--- src/ilf_pkg.sv ---
// -----------------------------------------------------------------------------
// ilf_pkg
// Shared types and constants for the integer label formatter.
// -----------------------------------------------------------------------------
package ilf_pkg;

   localparam int unsigned LabelCapDefault = 50;

   localparam logic [7:0] ChrPercent = 8'h25;
   localparam logic [7:0] ChrZero    = 8'h30;
   localparam logic [7:0] ChrNine    = 8'h39;
   localparam logic [7:0] ChrSevenH  = 8'h37;
   localparam logic [7:0] ChrMinus   = 8'h4D;
   localparam logic [7:0] ChrDec     = 8'h64;
   localparam logic [7:0] ChrHex     = 8'h78;
   localparam logic [7:0] ChrBlank   = 8'hFF;

   localparam logic [1:0] ModeLiteral = 2'd0;
   localparam logic [1:0] ModeOpen    = 2'd1;
   localparam logic [1:0] ModeWidth   = 2'd2;
   localparam logic [1:0] ModeDrop    = 2'd3;

   typedef enum logic [2:0] {
      ST_IDLE,
      ST_PARSE,
      ST_CONV,
      ST_PREP,
      ST_EMIT,
      ST_MARK
   } state_type;

   // controller -> datapath
   typedef struct packed {
      logic load;
      logic parse_upd;
      logic emit_lit;
      logic dabble;
      logic prep;
      logic prep_full;
      logic emit_step;
      logic emit_mark;
   } cmd_type;

   // datapath -> controller
   typedef struct packed {
      logic lit_emit;
      logic conv_start;
      logic conv_hex;
      logic item_end;
      logic dabble_done;
      logic label_full;
      logic emit_last;
      logic slot_free;
   } status_type;

endpackage

--- src/ilf_ctrl.sv ---
// -----------------------------------------------------------------------------
// ilf_ctrl
// Sequencer: steps each accepted format byte through parse, conversion and
// character emission.
// -----------------------------------------------------------------------------
module ilf_ctrl
   import ilf_pkg::*;
(
   input  logic       clock,
   input  logic       reset,
   input  logic       req_tvalid,
   output logic       req_tready,
   input  status_type st,
   output cmd_type    cmd
);

   state_type state_ff, state_in;

   // state register
   always_ff @(posedge clock) begin
      if (reset) begin
         state_ff <= ST_IDLE;
      end else begin
         state_ff <= state_in;
      end
   end

   // next state
   always_comb begin
      state_in = state_ff;
      unique case (state_ff)
         ST_IDLE: begin
            if (req_tvalid) state_in = ST_PARSE;
         end
         ST_PARSE: begin
            if (st.lit_emit) begin
               if (st.slot_free) state_in = ST_IDLE;
            end else if (st.conv_start) begin
               state_in = st.conv_hex ? ST_PREP : ST_CONV;
            end else begin
               state_in = st.item_end ? ST_MARK : ST_IDLE;
            end
         end
         ST_CONV: begin
            if (st.dabble_done) state_in = ST_PREP;
         end
         ST_PREP: begin
            if (st.label_full) begin
               state_in = st.item_end ? ST_MARK : ST_IDLE;
            end else begin
               state_in = ST_EMIT;
            end
         end
         ST_EMIT: begin
            if (st.slot_free && st.emit_last) state_in = ST_IDLE;
         end
         ST_MARK: begin
            if (st.slot_free) state_in = ST_IDLE;
         end
         default: state_in = ST_IDLE;
      endcase
   end

   // outputs
   always_comb begin
      cmd        = '0;
      req_tready = 1'b0;
      unique case (state_ff)
         ST_IDLE: begin
            req_tready = 1'b1;
            cmd.load   = req_tvalid;
         end
         ST_PARSE: begin
            if (st.lit_emit) begin
               cmd.emit_lit = st.slot_free;
            end else begin
               cmd.parse_upd = 1'b1;
            end
         end
         ST_CONV: cmd.dabble = 1'b1;
         ST_PREP: begin
            cmd.prep      = !st.label_full;
            cmd.prep_full = st.label_full;
         end
         ST_EMIT: cmd.emit_step = st.slot_free;
         ST_MARK: cmd.emit_mark = st.slot_free;
         default: cmd = '0;
      endcase
   end

endmodule

--- src/ilf_dpath.sv ---
// -----------------------------------------------------------------------------
// ilf_dpath
// Datapath: parse state, binary-to-BCD converter, emission counters and the
// result register.
// -----------------------------------------------------------------------------
module ilf_dpath
   import ilf_pkg::*;
#(
   parameter int unsigned LABEL_CAPACITY = LabelCapDefault
)(
   input  logic        clock,
   input  logic        reset,
   input  cmd_type     cmd,
   output status_type  st,
   input  logic [39:0] req_tdata,
   input  logic        req_tlast,
   output logic        rsp_tvalid,
   input  logic        rsp_tready,
   output logic [23:0] rsp_tdata,
   output logic        rsp_tlast,
   output logic        rsp_tuser
);

   localparam logic [5:0] Cap     = 6'(LABEL_CAPACITY);
   localparam logic [5:0] CapLast = 6'(LABEL_CAPACITY - 1);

   // item registers
   logic [7:0]  chr_ff;
   logic [31:0] val_ff;
   logic        end_ff;

   // label state
   logic [1:0]  mode_ff, mode_in;
   logic [5:0]  width_ff, width_in;
   logic        zpad_ff, zpad_in;
   logic [5:0]  count_ff, count_in;
   logic        ovf_ff, ovf_in;

   // conversion
   logic [31:0] bin_ff, bin_in;
   logic [39:0] bcd_ff, bcd_in;
   logic [4:0]  bit_ff, bit_in;
   logic        neg_ff, neg_in;
   logic [5:0]  pads_ff, total_ff, k_ff, k_in;
   logic        fovf_ff;

   // result register
   logic        ov_ff, ov_in;
   logic        ohas_ff, odone_ff, oovf_ff;
   logic [7:0]  ochr_ff;
   logic [5:0]  oidx_ff, olen_ff;

   logic        is_digit, is_conv, slot_free, clr;
   logic [9:0]  wsum;
   logic [31:0] mag;
   logic [39:0] bcd_adj;
   logic [3:0]  nd;
   logic [5:0]  pads_c, total_c;
   logic [6:0]  sum_c;
   logic [3:0]  didx, dig;
   logic [7:0]  step_chr;
   logic        e_has, e_done, e_ovf;
   logic [7:0]  e_chr;
   logic [5:0]  e_idx, e_len;

   assign is_digit  = (chr_ff >= ChrZero) && (chr_ff <= ChrNine);
   assign is_conv   = (mode_ff == ModeOpen || mode_ff == ModeWidth) &&
                      (chr_ff == ChrDec || chr_ff == ChrHex);
   assign slot_free = !ov_ff || rsp_tready;
   assign wsum      = 10'(width_ff) * 10'd10 + 10'(chr_ff - ChrZero);
   assign mag       = val_ff[31] ? (32'd0 - val_ff) : val_ff;

   // status
   always_comb begin
      st.lit_emit    = (mode_ff == ModeLiteral) && (chr_ff != ChrPercent) &&
                       (count_ff < Cap);
      st.conv_start  = is_conv;
      st.conv_hex    = (chr_ff == ChrHex);
      st.item_end    = end_ff;
      st.dabble_done = (bit_ff == 5'd31);
      st.label_full  = (count_ff >= Cap);
      st.emit_last   = (k_ff == total_ff - 6'd1) || (count_ff == CapLast);
      st.slot_free   = slot_free;
   end

   // add-3 correction on every BCD digit
   always_comb begin
      bcd_adj = bcd_ff;
      for (int i = 0; i < 10; i++) begin
         if (bcd_ff[i*4 +: 4] >= 4'd5) bcd_adj[i*4 +: 4] = bcd_ff[i*4 +: 4] + 4'd3;
      end
   end

   // digit count: highest non-zero digit, at least one
   always_comb begin
      nd = 4'd1;
      for (int i = 1; i < 10; i++) begin
         if (bcd_ff[i*4 +: 4] != 4'd0) nd = 4'(i + 1);
      end
   end

   // padding and sequence length for the conversion
   always_comb begin
      pads_c = 6'd0;
      if (width_ff > 6'(nd)) pads_c = width_ff - 6'(nd) - 6'(neg_ff);
      total_c = pads_c + 6'(neg_ff) + 6'(nd);
      sum_c   = 7'(count_ff) + 7'(total_c);
   end

   // character for the current emission step
   always_comb begin
      didx = 4'(total_ff - 6'd1 - k_ff);
      dig  = bcd_ff[didx*4 +: 4];
      if (k_ff < pads_ff) begin
         step_chr = zpad_ff ? ChrZero : ChrBlank;
      end else if (neg_ff && k_ff == pads_ff) begin
         step_chr = ChrMinus;
      end else if (dig < 4'd10) begin
         step_chr = ChrZero + 8'(dig);
      end else begin
         step_chr = ChrSevenH + 8'(dig);
      end
   end

   // label state updates
   always_comb begin
      mode_in  = mode_ff;
      width_in = width_ff;
      zpad_in  = zpad_ff;
      count_in = count_ff;
      ovf_in   = ovf_ff;
      bin_in   = bin_ff;
      bcd_in   = bcd_ff;
      bit_in   = bit_ff;
      neg_in   = neg_ff;
      k_in     = k_ff;
      clr      = 1'b0;
      if (cmd.parse_upd) begin
         case (mode_ff)
            ModeLiteral: begin
               if (chr_ff == ChrPercent) begin
                  mode_in  = ModeOpen;
                  width_in = 6'd0;
                  zpad_in  = 1'b0;
               end else begin
                  ovf_in = 1'b1;
               end
            end
            ModeOpen, ModeWidth: begin
               if (is_digit) begin
                  if (mode_ff == ModeOpen && chr_ff == ChrZero) zpad_in = 1'b1;
                  width_in = (wsum > 10'd63) ? 6'd63 : wsum[5:0];
                  mode_in  = ModeWidth;
               end else if (is_conv) begin
                  mode_in = ModeLiteral;
                  neg_in  = val_ff[31] && (val_ff != 32'd0);
                  bit_in  = 5'd0;
                  if (chr_ff == ChrHex) begin
                     bcd_in = {8'd0, mag};
                  end else begin
                     bcd_in = '0;
                     bin_in = mag;
                  end
               end else begin
                  mode_in = ModeDrop;
               end
            end
            default: mode_in = mode_ff;
         endcase
         clr = end_ff && !is_conv && !(mode_ff == ModeLiteral && chr_ff != ChrPercent);
         clr = 1'b0;
      end
      if (cmd.dabble) begin
         {bcd_in, bin_in} = {bcd_adj[38:0], bin_ff, 1'b0};
         bit_in = bit_ff + 5'd1;
      end
      if (cmd.prep) k_in = 6'd0;
      if (cmd.prep_full) ovf_in = 1'b1;
      if (cmd.emit_lit) begin
         count_in = count_ff + 6'd1;
         clr      = end_ff;
      end
      if (cmd.emit_step) begin
         count_in = count_ff + 6'd1;
         k_in     = k_ff + 6'd1;
         if (st.emit_last) begin
            ovf_in = fovf_ff;
            clr    = end_ff;
         end
      end
      if (cmd.emit_mark) clr = 1'b1;
      if (clr) begin
         mode_in  = ModeLiteral;
         width_in = 6'd0;
         zpad_in  = 1'b0;
         count_in = 6'd0;
         ovf_in   = 1'b0;
      end
   end

   // result beat contents
   always_comb begin
      e_has  = 1'b1;
      e_chr  = chr_ff;
      e_idx  = count_ff;
      e_done = end_ff;
      e_len  = count_ff + 6'd1;
      e_ovf  = ovf_ff;
      if (cmd.emit_step) begin
         e_chr  = step_chr;
         e_done = end_ff && st.emit_last;
         e_ovf  = fovf_ff;
      end else if (cmd.emit_mark) begin
         e_has  = 1'b0;
         e_chr  = 8'd0;
         e_idx  = 6'd0;
         e_done = 1'b1;
         e_len  = count_ff;
      end
      if (!e_done) begin
         e_len = 6'd0;
         e_ovf = 1'b0;
      end
   end

   assign ov_in = (cmd.emit_lit || cmd.emit_step || cmd.emit_mark) ? 1'b1 :
                  (rsp_tready ? 1'b0 : ov_ff);

   // control registers
   always_ff @(posedge clock) begin
      if (reset) begin
         mode_ff  <= ModeLiteral;
         width_ff <= 6'd0;
         zpad_ff  <= 1'b0;
         count_ff <= 6'd0;
         ovf_ff   <= 1'b0;
         bit_ff   <= 5'd0;
         k_ff     <= 6'd0;
         ov_ff    <= 1'b0;
      end else begin
         mode_ff  <= mode_in;
         width_ff <= width_in;
         zpad_ff  <= zpad_in;
         count_ff <= count_in;
         ovf_ff   <= ovf_in;
         bit_ff   <= bit_in;
         k_ff     <= k_in;
         ov_ff    <= ov_in;
      end
   end

   // payload registers
   always_ff @(posedge clock) begin
      if (cmd.load) begin
         chr_ff <= req_tdata[7:0];
         val_ff <= req_tdata[39:8];
         end_ff <= req_tlast;
      end
      bin_ff <= bin_in;
      bcd_ff <= bcd_in;
      neg_ff <= neg_in;
      if (cmd.prep) begin
         pads_ff  <= pads_c;
         total_ff <= total_c;
         fovf_ff  <= ovf_ff || (sum_c > 7'(Cap));
      end
      if (cmd.emit_lit || cmd.emit_step || cmd.emit_mark) begin
         ohas_ff  <= e_has;
         ochr_ff  <= e_chr;
         oidx_ff  <= e_idx;
         odone_ff <= e_done;
         olen_ff  <= e_len;
         oovf_ff  <= e_ovf;
      end
   end

   assign rsp_tvalid = ov_ff;
   assign rsp_tdata  = {3'd0, oovf_ff, olen_ff, oidx_ff, ochr_ff};
   assign rsp_tlast  = odone_ff;
   assign rsp_tuser  = ohas_ff;

endmodule

--- src/integer_label_formatter.sv ---
// -----------------------------------------------------------------------------
// integer_label_formatter
// Expands a format string with %d / %x conversions into label characters.
// -----------------------------------------------------------------------------
// One format byte is taken at a time and worked on alone. A %x conversion
// goes straight to set-up, a %d conversion first runs a 32-step
// shift-and-add-3 binary-to-decimal converter; then one character is
// emitted per cycle, set by the single result register, while the result
// side is ready. A bare end marker adds one result beat with no character.
module integer_label_formatter
   import ilf_pkg::*;
#(
   parameter int unsigned LABEL_CAPACITY = LabelCapDefault
)(
   input  logic        clock,
   input  logic        reset,
   input  logic        req_tvalid,
   output logic        req_tready,
   input  logic [39:0] req_tdata,   // fmt_char[7:0], value[39:8]
   input  logic        req_tlast,   // label_end
   output logic        rsp_tvalid,
   input  logic        rsp_tready,
   output logic [23:0] rsp_tdata,   // out_char[7:0], char_index[13:8],
                                    // label_length[19:14], overflowed[20]
   output logic        rsp_tlast,   // label_done
   output logic        rsp_tuser    // has_char
);

   cmd_type    cmd;
   status_type st;

   ilf_ctrl u_ctrl (
      .clock      (clock),
      .reset      (reset),
      .req_tvalid (req_tvalid),
      .req_tready (req_tready),
      .st         (st),
      .cmd        (cmd)
   );

   ilf_dpath #(
      .LABEL_CAPACITY (LABEL_CAPACITY)
   ) u_dpath (
      .clock      (clock),
      .reset      (reset),
      .cmd        (cmd),
      .st         (st),
      .req_tdata  (req_tdata),
      .req_tlast  (req_tlast),
      .rsp_tvalid (rsp_tvalid),
      .rsp_tready (rsp_tready),
      .rsp_tdata  (rsp_tdata),
      .rsp_tlast  (rsp_tlast),
      .rsp_tuser  (rsp_tuser)
   );

endmodule

--- config.mk ---
export PLATFORM = sky130hd
export DESIGN_NAME = integer_label_formatter
export DESIGN_NICKNAME = d
export VERILOG_FILES = /design/src/ilf_pkg.sv /design/src/ilf_ctrl.sv /design/src/ilf_dpath.sv /design/src/integer_label_formatter.sv
export SDC_FILE = /design/constraint.sdc
export NUM_CORES = 1
export LEC_CHECK = 0
export ABC_AREA = 1
export ABC_CLOCK_PERIOD_IN_PS = 5400
export BUFFER_PORTS_ARGS = -buffer_cell sky130_fd_sc_hd__clkbuf_2
export CELL_PAD_IN_SITES_DETAIL_PLACEMENT = 1
export CELL_PAD_IN_SITES_GLOBAL_PLACEMENT = 2
export CORE_ASPECT_RATIO = 0.6
export CORE_UTILIZATION = 35
export CTS_BUF_LIST = sky130_fd_sc_hd__clkbuf_8
export DETAILED_ROUTE_END_ITERATION = 6
export PLACE_DENSITY = 0.8
export SETUP_SLACK_MARGIN = 0.4
export SLEW_MARGIN = 10
export SYNTH_ARGS = -nofsm -noshare
export SYNTH_HDL_FRONTEND = slang
export SYNTH_SLANG_ARGS = --single-unit
--- constraint.sdc ---
create_clock -name clock -period 5.4 [get_ports clock]
set_input_delay 0.81 -clock clock [delete_from_list [all_inputs] [get_ports clock]]
set_output_delay 0.81 -clock clock [all_outputs]
set_load 0.01 [all_outputs]
# After elaboration in Yosys (flattened, before gate mapping)
# Cells that the tools add are included.
# W data, S select, Z words.
word_totals:
  elab_cells: 243
  memories: 0
  rom_bits: 0
  regBits: 181
  mem_bits_rw: 0
  in_bits: 45
  latch_bits: 0
  output_inout_bits: 28
classes:
  addsub: 25
  div: 0
  reduce_logical: 47
  shift: 1
  n_mul: 1
  muxes: 99
  n_eq_ne: 24
  order_cmp: 19
  bitwise: 2
op_table:
  columns: ["op", "count"]
  rows:
  - ["$mux W32", 8]
  - ["$mux W40", 5]
  - ["$mux W6", 12]
  - ["$mux W4", 12]
  - ["$mux W8", 6]
  - ["$ge A4 B3 Y1 const B", 10]
  - ["$shiftx A40 B7 Y4", 1]
  - ["$mux W3", 13]
  - ["$add A4 B2 Y4 const B", 9]
  - ["$reduce_bool A4 Y1", 9]
  - ["$reduce_bool A32 Y1", 1]
  - ["$sub A1 B32 Y32 const A", 1]
  - ["$mux W1", 27]
  - ["$mux W5", 5]
  - ["$pmux W3 S6", 1]
  - ["$eq A8 B6 Y1 const B", 2]
  - ["$eq A8 B7 Y1 const B", 2]
  - ["$reduce_and A5 Y1", 3]
  - ["$add A6 B4 Y7 const A", 2]
  - ["$mux W2", 7]
  - ["$reduce_bool A2 Y1", 7]
  - ["$add A6 B1 Y6 const B", 2]
  - ["$eq A6 B6 Y1", 2]
  - ["$pmux W6 S2", 1]
  - ["other kinds (42)", 70]

# Logic depth before layout (Yosys ltp)
# Gate-level depths: netlist of run 1.
depth:
  depth_word: 18
  ltp_mapped: 31
  depth_no_buf: 31

# By module
# Synthesis of run 1 repeated with hierarchy kept, for this count alone.
hier_totals:
  cells_unflattened: 1433
  hier_area_um2: 11863.9
modules_own_cells:
  columns: ["mod", "area_each_um2", "cells_per_inst", "seq_area_each_um2", "instances"]
  rows:
  - ["ilf_dpath", 11566.1, 1373, 5054.8, 1]
  - ["ilf_ctrl", 297.8, 60, 60.1, 1]

# Worst setup path after synthesis of run 1
# Ideal clock, no wire load.
synth_path:
  path_type: "reg2reg"
  startpoint: "reg u_dpath.bcd_ff[4]"
  endpoint: "reg u_dpath.fovf_ff, data pin"
  period_less_slack_ns: 5.323
  setup_time_ns: 0.266
  stages_incl_launch_ff: 32
  t_required_ns: 5.134
  arrival_ns: 5.057
  path_buffers: 0
  slack_ns: 0.077
  path_cell_list: "edfxtp_1 > inv_1 > ha_1 > inv_1 > or2_2 > o211ai_1 > a21oi_1 > o21ai_0 > nand2_1 > a21oi_1 > inv_1 > fa_1 > inv_1 > ha_1 > or2_2 > fa_1 > nor2_1 > inv_1 > a21oi_1 > ha_1 > nand3_1 > nand3_1 > xor2_1 > inv_1 > ha_1 > a21oi_1 > inv_1 > a31oi_1 > or2_2 > nand2_1 > a211oi_1 > o21ai_0"
synth_between:
  elab_chain_len: 18
  word_cells_on_any_way: 19
  cone_classes: "add/sub (5); order compare (2); mux (10); reduce/logical (2)"
synth_rtl:
  columns: ["element", "line", "rtl"]
  rows:
  - ["start: declaration", "ilf_dpath.sv:41", "logic [39:0] bcd_ff, bcd_in;"]
  - ["start signal: assignment", "ilf_dpath.sv:260", "bcd_ff <= bcd_in;"]
  - ["$reduce_bool A4 Y1 (*)", "ilf_dpath.sv:98", "if (bcd_ff[i*4 +: 4] != 4'd0) nd = 4'(i + 1);"]
  - ["$mux W2 (*) (2 in a row)", "ilf_dpath.sv:98", null]
  - ["$mux W3 (*) (4 in a row)", "ilf_dpath.sv:98", null]
  - ["$mux W4 (*) (3 in a row)", "ilf_dpath.sv:98", null]
  - ["$sub A6 B4 Y6", "ilf_dpath.sv:105", "if (width_ff > 6'(nd)) pads_c = width_ff - 6'(nd) - 6'(neg_ff);"]
  - ["$sub A6 B1 Y6", "ilf_dpath.sv:105", null]
  - ["$mux W6 (*)", "ilf_dpath.sv:105", null]
  - ["via u_dpath.pads_c[2]", "ilf_dpath.sv:58", "logic [5:0] pads_c, total_c;"]
  - ["$add A6 B1 Y6 (*)", "ilf_dpath.sv:106", "total_c = pads_c + 6'(neg_ff) + 6'(nd);"]
  - ["$add A6 B4 Y6 (*)", "ilf_dpath.sv:106", null]
  - ["via u_dpath.total_c[3]", "ilf_dpath.sv:58", null]
  - ["$add A6 B6 Y7 (*)", "ilf_dpath.sv:107", "sum_c = 7'(count_ff) + 7'(total_c);"]
  - ["$gt A7 B6 Y1 (*)", "ilf_dpath.sv:265", "fovf_ff <= ovf_ff || (sum_c > 7'(Cap));"]
  - ["$logic_or A1 B1 Y1 (*)", "ilf_dpath.sv:265", null]
  - ["end signal: assignment", "ilf_dpath.sv:265", null]
  - ["end: declaration", "ilf_dpath.sv:45", "logic fovf_ff;"]
# The timed path passes the listed nets; every way through them passes the cells marked *.
# A chain may end at the register's enable or synchronous reset.

# Worst setup path after layout of run 1
# Same ends and word-level chain as after synthesis.

==> results.toml, run 1 <==
[die]
dieHeight_um = 145
start_util_pct = 36.1
die_w_um = 240
core_area_um2 = 32900
dieArea_um2 = 34700
io_pins = 73
rows = 51

[sta]
setup_viol = 1
finalMaxSlewViolations = 0
slew_headroom_pct = 22.2
worst_pin_slew_ps = 1160
finalCritPeriodShare_pct = 101
fin_tns_setup_ps = -32.3
finClkSkew_ps = 19.2
timing.final.ws_setup_ps = -32.3
rsz0062_at_grt = "true"
fmax_mhz = 184
layout_min_cycle_time_ps = 5430
hold_viol_final = 0

[detailed_routing]
dr.pass1.iters = 4
routed_wl_mm = 36.0
drtIter0Drc = 709
drtAntennaViolNets = 0
vias_per_cell = 5.00
num_vias = 10000
drcViolationCount = 0
wl_per_cell_um = 18.0

[setup_path]
crit_arrival_ps = 5680
critPathKind = "reg -> reg"
cpPeakStageDelay_ps = 570
cp-end-kind = "register"
start_kind = "register"
slowest_stage = "fa_1"
r2r_slack_ps = -30
cp.required_ps = 5650
crit_fanout = 4

[global_route]
grtUsageTotal_pct = 21.6
antenna_found_initial = 0
grt_pass1_wl_mm = 56.5
grt_max_degree = 46
grt_overflow = 0
grt_pass1_vias = 9819

[status]
status = "complete, but fails checks"
violations = "negative setup slack"

[layout]
fin_cells = 2002
utilization_pct = 40.7
antennaDiodeCount = 0
finalNetCount = 1677
syn2layout_area_growth_pct = 12.8
drive_gt1_share_pct = 14.0

[clocking]
cts_buffers = 17
cts_buffer_depth = 2
cts_root_buf = "clkbuf_8"
clock_latency_ps = 510
cts_tree = "yes"
postCtsHoldBufs = 0
cts.sinks = 181
path_clk_slew_ps = 120
htreeDepth = 4

[yosys]
ys_types = 55
ys_ff_latch = 181
yosysWarnings = 0
synth_ff_type = "edfxtp_1"
avgSynthCellArea_um2 = 8.22
async_reset_ff_share_pct = 0
syn_inst = 1442
synth_edf_count = 149
syn-cell-area_um2 = 11900
ys_seq_area_share_pct = 43.1

[power_and_ir_drop]
max-vdd-ir-drop_mv = 0.154
p_leak_nw = 5.91
p_per_area_nw_per_um2 = 204

[run]
max_cap_viol_count = 0

[place]
portBuffers = 69
place_inst = 1951
post-dp-hpwl_mm = 28.0
place_congestion = 0.861

[hold_path]
hp-class = "in -> reg"
layout make-up:
cell class                      instances  area, µm²
Clock inverter                         15        119
Tap cell                              450        563
Clock buffer                           17        234
Fill cell                            3995      19500
Timing Repair Buffer                  106        623
Multi-Input combinational cell       1014       5890
Inverter                              219        827
Sequential cell                       181       5110
flip-flops by register name (all words and copies together) (netlist names), 2 cells and up:
register and count:
u_dpath.bcd_ff 40, u_dpath.bit_ff 5, u_dpath.bin_ff 32, u_dpath.total_ff 6, u_dpath.chr_ff 8, u_dpath.pads_ff 6, u_dpath.count_ff 6, u_dpath.ochr_ff 8
u_dpath.val_ff 32, u_dpath.mode_ff 2, u_dpath.width_ff 6, u_dpath.k_ff 6, u_dpath.olen_ff 6, u_dpath.oidx_ff 6, u_ctrl.state_ff 3
metrics by stage:
stage	cell area (µm²)	setup WS (ps)	hold WS, ps	total power, mW
floorplan	11900	273	445	1.74
CTS	13300	94.8	423	2.75
detailed placement	12800	-168	470	1.85
finish	13400	-32.3	462	2.73
global route	13400	-385	426	2.83
global placement	12800	-4.66	458	1.84
logic make-up after synthesis:
group                    after synthesis  synth area share (%)
AO/OA/AOI/OAI                        243                  11.5
buffers and inverters                249                  8.38
adder cells (fa/ha/maj)               93                  10.3
other                                  1                0.0316
AND/OR/NAND/NOR                      617                  22.3
XOR/XNOR                              58                  4.35
flip-flops                           181                  43.1
Yosys cell counts, types with 2 or more instances:
cell type	n	area, µm²
a221oi_1	2	17.5
a21oi_2	2	17.5
a211oi_1	7	52.6
fa_1	8	160
inv_2	10	37.5
o22ai_1	3	18.8
dfxtp_1	32	641
xnor2_1	18	158
nand3b_1	3	22.5
xor2_1	39	342
or2_2	9	56.3
nor2_1	111	417
o31ai_1	3	22.5
nor3_2	2	20.0
o32ai_1	3	26.3
clkinv_1	2	7.51
buf_6	2	22.5
nand2_2	3	18.8
edfxtp_1	149	4470
buf_2	7	35.0
nor3_1	17	85.1
a21oi_1	91	455
a31oi_1	3	18.8
buf_1	2	7.51
o211ai_1	6	45.0
inv_4	2	12.5
nand3_2	3	30.0
nor2_4	2	22.5
nor2_2	8	50.1
nand4_1	17	106
nand2_1	346	1300
ha_1	85	1060
inv_1	205	769
o21ai_0	100	500
o21ai_1	5	25.0
o21ai_2	10	87.6
nand3_1	89	445
buf_4	5	37.5
clkbuf_1	13	48.8
o21a_1	3	22.5
placed cells by master (no fill, tap or decap), types with 4 or more instances in the layout:
| cell | netlist | final |
|---|---|---|
| nand2_1 | 346 | 343 |
| inv_1 | 205 | 201 |
| edfxtp_1 | 149 | 149 |
| nor2_1 | 111 | 108 |
| o21ai_0 | 100 | 98 |
| a21oi_1 | 91 | 88 |
| nand3_1 | 89 | 87 |
| ha_1 | 85 | 81 |
| clkbuf_2 | 0 | 69 |
| xor2_1 | 39 | 39 |
| buf_4 | 5 | 37 |
| dfxtp_1 | 32 | 32 |
| xnor2_1 | 18 | 18 |
| nand4_1 | 17 | 17 |
| clkbuf_8 | 0 | 17 |
| nor3_1 | 17 | 16 |
| inv_2 | 10 | 15 |
| o21ai_2 | 10 | 10 |
| nor2_2 | 8 | 8 |
| o21ai_1 | 5 | 7 |
| nand2_2 | 3 | 6 |
| o211ai_1 | 6 | 6 |
| or2_2 | 9 | 6 |
| fa_1 | 8 | 6 |
| nor2_4 | 2 | 5 |
| nand3_2 | 3 | 5 |
| a211oi_1 | 7 | 5 |
| inv_6 | 0 | 5 |
| a21oi_2 | 2 | 4 |
| clkinv_1 | 2 | 4 |
power by group:
group          total, mW  switching, mW  internal (mW)
clock network      0.913          0.583          0.330
registers           1.57         0.0331           1.54
logic              0.245          0.168         0.0768
total               2.73          0.785           1.95
routing by layer:
| metal | vias up | part of all wire (%) | GRT usage (%) |
|---|---|---|---|
| met1 | 4848 | 58 | 35.5 |
| met5 | - | 0 | 0 |
| met4 | 0 | 0.56 | 3.85 |
| met3 | 15 | 3.8 | 3.72 |
| met2 | 172 | 38 | 28.4 |
| li1 | 4969 | - | - |
worst paths after layout:
path | startpoint | end | depth (start not counted)
hold / removal | req_tdata[28] | u_dpath.val_ff[20]$_DFFE_PP_ | 1
setup reg to reg | u_dpath.bcd_ff[4]$_DFFE_PP_ | u_dpath.fovf_ff$_DFFE_PP_ | 29
hold reg to reg | u_dpath.bit_ff[4]$_SDFFE_PP0P_ | u_dpath.bit_ff[4]$_SDFFE_PP0P_ | 2
setup / recovery | u_dpath.bcd_ff[4]$_DFFE_PP_ | u_dpath.fovf_ff$_DFFE_PP_ | 29
what timing repair did:
item                       CTS  global route
cloned                       0             0
setup buffers               16             3
gates resized for setup      5             6
pin swaps                   15            15
setup endpoints to repair    1             1
worst max-delay path: cells and delay by family (launching register included):
family | cells | cell delay [ps]
XOR/XNOR | 2 | 300
AO/OA/AOI/OAI | 9 | 1280
adder cells (fa/ha/maj) | 6 | 1840
AND/OR/NAND/NOR | 5 | 740
buffers and inverters | 7 | 590
flip-flops | 1 | 420
No activity file was read; power rests on OpenSTA's default activity.
==> inputs of run 2 (changes only) <==
--- a/config.mk
+++ b/config.mk
@@ -8,13 +8,11 @@
 export ABC_AREA = 1
 export ABC_CLOCK_PERIOD_IN_PS = 5400
 export BUFFER_PORTS_ARGS = -buffer_cell sky130_fd_sc_hd__clkbuf_2
-export CELL_PAD_IN_SITES_DETAIL_PLACEMENT = 1
-export CELL_PAD_IN_SITES_GLOBAL_PLACEMENT = 2
 export CORE_ASPECT_RATIO = 0.6
-export CORE_UTILIZATION = 35
+export CORE_UTILIZATION = 55
 export CTS_BUF_LIST = sky130_fd_sc_hd__clkbuf_8
 export DETAILED_ROUTE_END_ITERATION = 6
-export PLACE_DENSITY = 0.8
+export PLACE_DENSITY = 0.77
 export SETUP_SLACK_MARGIN = 0.4
 export SLEW_MARGIN = 10
 export SYNTH_ARGS = -nofsm -noshare
==> results.toml, run 2 (same netlist as run 1, synthesis figures left out) <==
[layout]
multi_input_area_um2 = 5930
largest_reg_flops = 40
layout_common_cells = "343 x nand2_1, 200 x inv_1, 149 x edfxtp_1"
reg_top3 = "u_dpath.bcd_ff x40, u_dpath.bin_ff x32, u_dpath.val_ff x32"
largest_register = "u_dpath.bcd_ff"
antennaDiodeCount = 0
seq_area_um2 = 5110
layout_commonest_cell = "nand2_1"
drive_gt1_share_pct = 13.6
fill_cells = 1756
finalNetCount = 1661
syn2layout_area_growth_pct = 10.8
utilization_pct = 62.3
fin_cells = 1815
final_area_um2 = 13100

[clocking]
cts_buffers = 17
htreeDepth = 4
path_clk_slew_ps = 110
cts_tree = "yes"
cts.sinks = 181
postCtsHoldBufs = 0
cts_buffer_depth = 2
cts_root_buf = "clkbuf_8"
clock_latency_ps = 500

[sta]
rsz0062_at_grt = "true"
finalCritPeriodShare_pct = 96.0
fin_tns_setup_ps = 0
timing.final.ws_setup_ps = 217
fmax_mhz = 193
setup_viol = 0
holdWs_ps = 484
hold_viol_final = 0
layout_min_cycle_time_ps = 5180
finClkSkew_ps = 19.7
finalMaxSlewViolations = 0
worst_pin_slew_ps = 1120
slew_headroom_pct = 25.1

[global_route]
grt_overflow = 0
grt_max_degree = 42
grt_pass1_vias = 9139
grtUsageTotal_pct = 27.6
antenna_found_initial = 0
grt_pass1_wl_mm = 46.6

[die]
core_area_um2 = 21100
rows = 41
dieHeight_um = 116
die_w_um = 192
io_pins = 73
start_util_pct = 56.3
dieArea_um2 = 22200

[setup_path]
worstRegToRegCells = 30
slowest_stage = "fa_2"
r2r_start = "u_dpath.bcd_ff[5]$_DFFE_PP_"
setup.worst_path.start = "u_dpath.bcd_ff[5]$_DFFE_PP_"
cp.required_ps = 5650
crit_path_frequent_cell = "inv_1"
r2r-end = "u_dpath.fovf_ff$_DFFE_PP_"
start_kind = "register"
cpPeakStageDelay_ps = 560
crit_arrival_ps = 5430
r2r_slack_ps = 220
crit_fanout = 3
critPathKind = "reg -> reg"
cp-end-kind = "register"

[place]
post_dp_cell_area_um2 = 12600
dp_worst_setup_slack_ps = -23.7
place_congestion = 0.931
portBuffers = 69
place_inst = 1771
post-dp-hpwl_mm = 22.1

[detailed_routing]
drtIter0Drc = 1142
routed_wl_mm = 29.3
wl_per_cell_um = 16.2
dr.pass1.iters = 7
num_vias = 10100
drtAntennaViolNets = 0
vias_per_cell = 5.55
drcViolationCount = 0

[status]
status = "finished, final reports clean"

[power_and_ir_drop]
p_per_area_nw_per_um2 = 211
max-vdd-ir-drop_mv = 0.251
p_leak_nw = 5.86
finalPower_mw = 2.77

[hold_path]
holdPathStages = 1
worst_hold_startpoint = "req_tdata[9]"
hp-class = "in -> reg"
hold_end = "u_dpath.val_ff[1]$_DFFE_PP_"

[run]
max_cap_viol_count = 0
-- run 2: cell count changes in the layout (fill, tap and decap cells not counted), sizes merged --
cell      delta
buf         -16
bufinv       +1
clkinv       +1
clkinvlp     -1
inv          -1
-- run 2: layout make-up --
cell class / count / share of cell area, %
clock buffer: 17 / 1.78
clock inverter: 15 / 1.38
inverter: 219 / 6.29
multi-input combinational: 1014 / 45.1
sequential: 181 / 38.9
tap: 279 / 2.66
timing repair buffer: 90 / 3.83
-- run 2: worst max-delay path by stage --
| stage | to | slack [ps] | cells past startpoint |
|---|---|---|---|
| 2_1_floorplan | u_dpath.fovf_ff$_DFFE_PP_ | 270 | 30 |
| 3_3_place_gp | u_dpath.fovf_ff$_DFFE_PP_ | 60 | 31 |
| 3_5_place_dp | u_dpath.fovf_ff$_DFFE_PP_ | -20 | 31 |
| 4_1_cts | u_dpath.fovf_ff$_DFFE_PP_ | 290 | 30 |
| 5_1_grt | u_dpath.fovf_ff$_DFFE_PP_ | -30 | 31 |
| 6_report | u_dpath.fovf_ff$_DFFE_PP_ | 220 | 30 |
-- run 2: power breakdown --
group / internal (mW) / switching [mW]
logic: 0.0753 / 0.150
registers: 1.54 / 0.0328
clock network: 0.394 / 0.582
-- run 2: layer usage --
layer | vias to the layer above | GRT usage, % | wire length (µm)
li1 | 4931 | - | -
met1 | 4654 | 43.5 | 14300
met2 | 468 | 36.7 | 11300
met3 | 25 | 7.60 | 3420
met4 | 0 | 6.19 | 268
met5 | - | 0 | 0
-- run 2: critical path, delay by kind of cell, from the launching register on --
family,cells,cell delay [ps]
AOI/OAI and AO/OA,8,1020
xor gates and xnor gates,1,150
adders and majority gates,6,1820
buffers and inverters,7,450
DFF,1,440
and+or+nand+nor,8,1040
-- run 2: repair_timing --
| action | 4_1_cts | 5_1_grt |
|---|---|---|
| resized for setup | 6 | 9 |
| pin swaps | 16 | 1 |
| gates cloned | 0 | 0 |
| setup endpoints to repair | 1 | 1 |
| buffers inserted | 11 | 1 |
